--- src/rtl/core/lc3_instruction_execute_macros.svh ---
// Assertion macros shared by the execute block.
`ifndef LC3_INSTRUCTION_EXECUTE_MACROS_SVH
`define LC3_INSTRUCTION_EXECUTE_MACROS_SVH

// Implication checked on every rising clock edge outside reset.
`define LC3_ASSERT_IMPL(label, clk, rst_n, ante, cons, msg) \
  label: assert property (@(posedge clk) disable iff (!rst_n) (ante) |-> (cons)) \
    else $error(msg);

// Implication whose consequent is checked in the next cycle.
`define LC3_ASSERT_NEXT(label, clk, rst_n, ante, cons, msg) \
  label: assert property (@(posedge clk) disable iff (!rst_n) (ante) |=> (cons)) \
    else $error(msg);

`endif

--- src/rtl/core/lc3_pkg.sv ---
// ----------------------------------------------------------------------------
// lc3_pkg
// Shared types, opcodes and helpers of the LC-3 execute block.
// ----------------------------------------------------------------------------
`timescale 1ns / 1ps
`default_nettype none

package lc3_pkg;

  localparam int unsigned MemAddrBitsDefault = 16;

  // Input modes.
  localparam logic [1:0] ModeMemWrite = 2'd0;
  localparam logic [1:0] ModeExec     = 2'd1;
  localparam logic [1:0] ModeRegWrite = 2'd2;
  localparam logic [1:0] ModeMemRead  = 2'd3;

  // Result status codes.
  localparam logic [1:0] StatusDone    = 2'd0;
  localparam logic [1:0] StatusIllegal = 2'd1;
  localparam logic [1:0] StatusTrap    = 2'd2;

  // Opcodes.
  localparam logic [3:0] OpBr   = 4'h0;
  localparam logic [3:0] OpAdd  = 4'h1;
  localparam logic [3:0] OpLd   = 4'h2;
  localparam logic [3:0] OpSt   = 4'h3;
  localparam logic [3:0] OpJsr  = 4'h4;
  localparam logic [3:0] OpAnd  = 4'h5;
  localparam logic [3:0] OpLdr  = 4'h6;
  localparam logic [3:0] OpStr  = 4'h7;
  localparam logic [3:0] OpRti  = 4'h8;
  localparam logic [3:0] OpNot  = 4'h9;
  localparam logic [3:0] OpLdi  = 4'hA;
  localparam logic [3:0] OpSti  = 4'hB;
  localparam logic [3:0] OpJmp  = 4'hC;
  localparam logic [3:0] OpRes  = 4'hD;
  localparam logic [3:0] OpLea  = 4'hE;
  localparam logic [3:0] OpTrap = 4'hF;

  // Operations of the shared ALU.
  localparam logic [1:0] AluAdd  = 2'd0;
  localparam logic [1:0] AluAnd  = 2'd1;
  localparam logic [1:0] AluNot  = 2'd2;
  localparam logic [1:0] AluPass = 2'd3;

  // Register index that selects the PC in a register write.
  localparam logic [3:0] RegIndexPc = 4'd8;
  localparam logic [2:0] CondZero   = 3'b010;

  typedef struct packed {
    logic [1:0]  mode;
    logic [15:0] instruction;
    logic [15:0] address;
    logic [15:0] write_data;
    logic [3:0]  reg_index;
  } in_word_t;

  typedef struct packed {
    logic [1:0]  status;
    logic        dest_valid;
    logic [2:0]  dest_index;
    logic [15:0] dest_value;
    logic [2:0]  cond_flags;
    logic [15:0] next_pc;
    logic        mem_write_valid;
    logic [15:0] mem_write_addr;
    logic [15:0] mem_write_data;
    logic [7:0]  trap_vector;
    logic [15:0] read_data;
  } out_word_t;

  // Condition code of a written value.
  function automatic logic [2:0] flags_of(input logic [15:0] v);
    logic [2:0] f;
    if (v[15]) f = 3'b100;
    else if (v == 16'd0) f = 3'b010;
    else f = 3'b001;
    return f;
  endfunction

endpackage

`default_nettype wire

--- src/rtl/core/lc3_alu.sv ---
// ----------------------------------------------------------------------------
// lc3_alu
// Shared 16-bit adder and logic unit used by the exec step of the sequencer.
// ----------------------------------------------------------------------------
`timescale 1ns / 1ps
`default_nettype none

module lc3_alu import lc3_pkg::*; (
  input  wire logic [1:0]  op_i,
  input  wire logic [15:0] a_i,
  input  wire logic [15:0] b_i,
  output      logic [15:0] y_o
);

  // Operation select.
  always_comb begin
    unique case (op_i)
      AluAdd:  y_o = a_i + b_i;
      AluAnd:  y_o = a_i & b_i;
      AluNot:  y_o = ~a_i;
      AluPass: y_o = b_i;
      default: y_o = b_i;
    endcase
  end

endmodule

`default_nettype wire

--- config.mk ---
export PLATFORM = sky130hd
export DESIGN_NAME = lc3_alu
export DESIGN_NICKNAME = d
export VERILOG_FILES = /design/src/rtl/core/lc3_instruction_execute_macros.svh /design/src/rtl/core/lc3_pkg.sv /design/src/rtl/core/lc3_alu.sv
export SDC_FILE = /design/constraint.sdc
export NUM_CORES = 1
export LEC_CHECK = 0
export ABC_AREA = 1
export BUFFER_PORTS_ARGS = -buffer_cell sky130_fd_sc_hd__buf_2
export CAP_MARGIN = 10
export CORE_MARGIN = 1.5
export CORE_UTILIZATION = 53
export DETAILED_ROUTE_END_ITERATION = 6
export PLACE_DENSITY = 0.89
export SLEW_MARGIN = 20
export SYNTH_ARGS = -nofsm -noshare
export SYNTH_HDL_FRONTEND = slang
export SYNTH_SLANG_ARGS = --single-unit
--- constraint.sdc ---
create_clock -name vclk -period 1.65
set_input_delay 0.2475 -clock vclk [all_inputs]
set_output_delay 0.2475 -clock vclk [all_outputs]
set_load 0.05 [all_outputs]
==> results of run 1 <==
cell families after synthesis:
family	after synthesis	share of synthesized area
adder cells (fa/ha/maj)	17	0.1565
AO/OA/AOI/OAI	38	0.1694
buffers and inverters	52	0.1529
AND/OR/NAND/NOR	157	0.4890
XOR/XNOR	5	0.03223
metrics by stage:
stage          TNS [ps]  setup slack [ps]  cells    util  hold slack [ps]
3_3_place_gp      -3543            -343.6    379  0.7956            946.4
2_1_floorplan    -66.18            -66.18    269       -            719.7
3_5_place_dp      -4332            -385.6    379  0.7956            954.4
==> out/results.env, run 1 <==
OUTCOME='aborted with a tool error'
STOP_STAGE='4_1_cts'
HALT_REASON='[ERROR DPL-0038] Utilization greater than 100%, impossible to legalize'
POST_SYNTH_NUM_CELL_TYPES=23
SYNTH_AREA_PER_CELL_UM2=5.051
CTS_POST_SETUP_BUFFERS_INSERTED=4
STD_CELL_ROWS=18
CTS_HOLD_BUFFERS=0
SYNTHESIS.NETS=320
SYNTH_MOST_COMMON_CELL='nand2_1'
SYNTHTOPCELLSBYCOUNT='nand2_1 (117), inv_1 (49), a21oi_1 (19)'
PORT-BUFFER-COUNT=50
POST_SYNTH_INST_COUNT=269
YS_SEQ_AREA_FRAC=0
DIE_X_UM=53.64
NETLIST_AREA_UM2=1359
DIE_HEIGHT_UM=53.64
PLACER_S_FINAL_ROUTABILITY_CONGESTION_ESTIMATE=0.9530
YOSYS.AREA.TOP_TYPE='nand2_1'
YOSYS.AREA.TOP_TYPE_SHARE=0.3232
PLACED_CELL_AREA_UM2=1953
DESIGN.PORTCOUNT=50
DETAILEDPLACEMENTHPWL_UM=3571
YOSYS_WARNINGS=0
START_UTIL=0.5535
CTS_REPAIR_RESIZE_COUNT=121
YOSYS-TOP-CELLS-AREA='nand2_1 (32%), ha_1 (16%), inv_1 (14%), a21oi_1 (7.0%), nor2_1 (4.4%)'
==> run 2, diff against run 1 <==
- CORE_AREA: unset -> 2 2 63 65
- CORE_MARGIN: 1.5 -> unset
- CORE_UTILIZATION: 53 -> unset
- DIE_AREA: unset -> 0 0 65 67
- PLACE_DENSITY: 0.89 -> unset
- PLACE_DENSITY_LB_ADDON: unset -> 0.15
==> run 2 against run 1 <==
  * Synthesized cell count stayed put
  * The flow now finishes, with violations (setup timing)
  * Area after synthesis unchanged
==> out/results.env, run 2 <==
PLACED_CELL_AREA_UM2=2016  # was 1953 um2
POST_DRT_WL_PER_CELL_UM=14.36
START_UTIL=0.3768  # was 0.5535
MIN_PERIOD_PS=1873
LAYOUT_COMMON_CELLS='nand2_1 (62), nand2_2 (42), buf_4 (42)'
GRT_UTIL_ALL_LAYERS=0.2404
CRITPATHMAXSTAGEDELAY_PS=250
P_SW_FRAC=0.5562
REQUIRED_PS=1400
SYNTH_MOST_COMMON_CELL='nand2_1'  # unchanged
NET-SWITCHING-POWER_mW=0.6948
YS_SEQ_AREA_FRAC=0  # unchanged
VIOLATION_COUNT_AFTER_THE_FIRST_DETAILED_ROUTING_ITERATION=91
LAYOUT.CELLS.MOST_COMMON='nand2_1'
SHARE_OF_POWER_BURNED_IN_COMBINATIONAL_LOGIC=1.000
POST_LAYOUT_NONFILLER_INSTANCES=412
HOLD_WS_PS=848.7
TOTALNEGATIVESETUPSLACK_PS=-1840
DIE_X_UM=65  # was 53.64 um
DETAILROUTE.VIA_COUNT=2086
YOSYS.AREA.TOP_TYPE='nand2_1'  # unchanged
ARRIVAL_PS=1630
DETAILEDPLACEMENTHPWL_UM=3564  # was 3571 um
SYNTHESIS.NETS=320  # unchanged
POST_SYNTH_INST_COUNT=269  # unchanged
DETAIL_ROUTE.WIRELENGTH_UM=5917
LAYOUT-DRIVE-GT1-SHARE=0.5687
TIMING.CRITICAL_PATH.FROM_TYPE='input pin'
REMAINING_DRC_ERRORS=0
VIOLATED_CHECKS='setup timing'
COUNT_OF_CLOCK_NET_BUFFERS_IN_THE_FINAL_LAYOUT=0
CRITPATHKIND='input pin to primary output'
INITIAL_ANTENNA_VIOLATION_COUNT=0
SHARE_CLK_OF_TOTAL_POWER=0
SEQ_CELLS=0
FINALCRITPERIODSHARE=1.135
POST-PLACE-WS_PS=-388.6  # was -385.6 ps
DIE_HEIGHT_UM=67  # was 53.64 um
FINALHOLDVIOLATIONS=0
OUTCOME='complete, but fails checks'  # was aborted with a tool error
YOSYS-TOP-CELLS-AREA='nand2_1 (32%), ha_1 (16%), inv_1 (14%), a21oi_1 (7.0%), nor2_1 (4.4%)'  # unchanged
TIMING_MAX_TRANSITION_VIOLATIONS_FINAL=0
CRIT_FANOUT=4
GRT_SETUP_UNREPAIRED='yes'
SYNTHTOPCELLSBYCOUNT='nand2_1 (117), inv_1 (49), a21oi_1 (19)'  # unchanged
CRITICAL-PATH-TOP-DELAY-FAMILY='simple AND/OR/NAND/NOR gates'
VIAS_PER_CELL=5.063
POWER_FRAC_SEQ=0
MAX_SLEW.WORST_PIN.SLEW_PS=409.4
GRT_MAX_DEGREE=10
POST_SYNTH_NUM_CELL_TYPES=23  # unchanged
CRITICAL_PATH.ENDPOINT_TYPE='primary output'
SETUP_VIOL=14
CRITPATHSLOWESTCELL='ha_4'
GRT_FIRST_PASS_WIRELENGTH_UM=8445
PORT-BUFFER-COUNT=50  # unchanged
REGAREA_UM2=0
DESIGN.PORTCOUNT=50  # unchanged
FLOORPLAN.DIE_AREA_UM2=4355
N_ANTENNA_CELL=0
CELL_INTERNAL_PWR_mW=0.5543
MAX_FREQ_MHz=533.8
DRTANTENNAVIOLNETS=0
REPORT.POWER.TOTAL_mW=1.249
FINAL.SETUP.WORST_SLACK_PS=-223.4
PWR_DENSITY_CELL_nW_PER_UM2=446.7
YOSYS_WARNINGS=0  # unchanged
MAX_CAP_VIOL_COUNT=0
FINAL_DESIGN_AREA_NO_FILL_UM2=2796
SYNTH_AREA_PER_CELL_UM2=5.051  # unchanged
STD_CELL_ROWS=22  # was 18
CORE_BOX_AREA_UM2=3606
P_LEAK_nW=1.478
LAYOUT.CORE_UTILIZATION=0.7755
YOSYS.AREA.TOP_TYPE_SHARE=0.3232  # unchanged
PLACER_S_FINAL_ROUTABILITY_CONGESTION_ESTIMATE=0.8537  # was 0.9530
TOTAL_GR_OVERFLOW=0
TOTAL_BUFFERS_AND_INVERTERS_TRAVERSED_BY_THE_CRITICAL_PATH=3
CP_CELL_SEQUENCE='buf_6 -> ha_4 -> nand2_2 -> inv_1 -> a21oi_2 -> nand2_2 -> nand2_2 -> nand2_1 -> nand2_1 -> nand2_1 -> nand2_1 -> nand2_2 -> buf_8'
WORSTHOLDPATHTYPE='input pin to primary output'
IR_DROP_mV=0.2903
SLEW-LIMIT-HEADROOM=0.7271
FLOW.AREA_GROWTH_FROM_SYNTHESIS_PCT=105.8
DRT_FIRST_PASS_ITERS=4
GRT_PASS1_VIAS=1975
NETLIST_AREA_UM2=1359  # unchanged
FINISH.NET_COUNT=417
PLACED_CELLS=404  # was 379
-- run 2: area by class of cell --
cell class	count	area [um2]
multi-input combinational	217	1652
fill	267	809.5
timing repair buffer	98	898.4
tap	48	60.06
inverter	49	186.4
-- run 2: final timing paths --
path | start | to | cells past startpoint
min | b_i[8] | y_o[8] | 4
max | b_i[4] | y_o[10] | 13
-- run 2: worst min-delay path, cell delays in order --
cell and delay, ps:
buf_6 80, a21oi_1 60, nand2_2 80, buf_8 140
-- run 2: repair_timing --
item,in CTS,in global routing
hold buffers,0,0
endpoints found under the setup margin,15,16
gates cloned,0,0
pin swaps,54,33
resized for setup,140,41
buffers inserted,5,3
-- run 2: power by group through the flow --
stage	sequential [mW]	combinational [mW]	clock (mW)
after detailed placement	0	0.841	0
after CTS	0	1.13	0
after floorplan	0	0.576	0
after global routing	0	1.33	0
final	0	1.25	0
after global placement	0	0.834	0
-- run 2: per-layer routing --
metal  vias to the layer above  global-route usage  wire, um
li1                       1044                   -         -
met1                       945              0.2830      2348
met2                        79              0.4845      3134
met3                        18             0.01014       244
met4                         0             0.03191       189
met5                         -                   0         0
-- run 2: logic make-up (layout without fill, tap and decap cells) --
group,after synthesis,after routing,share of synthesized area
fa+ha+maj,17,17,0.1565
buf+inv,52,147,0.1529
compound gates,38,38,0.1694
xor+xnor,5,5,0.03223
simple gates,157,157,0.4890
(Power assumes the default switching activity.)
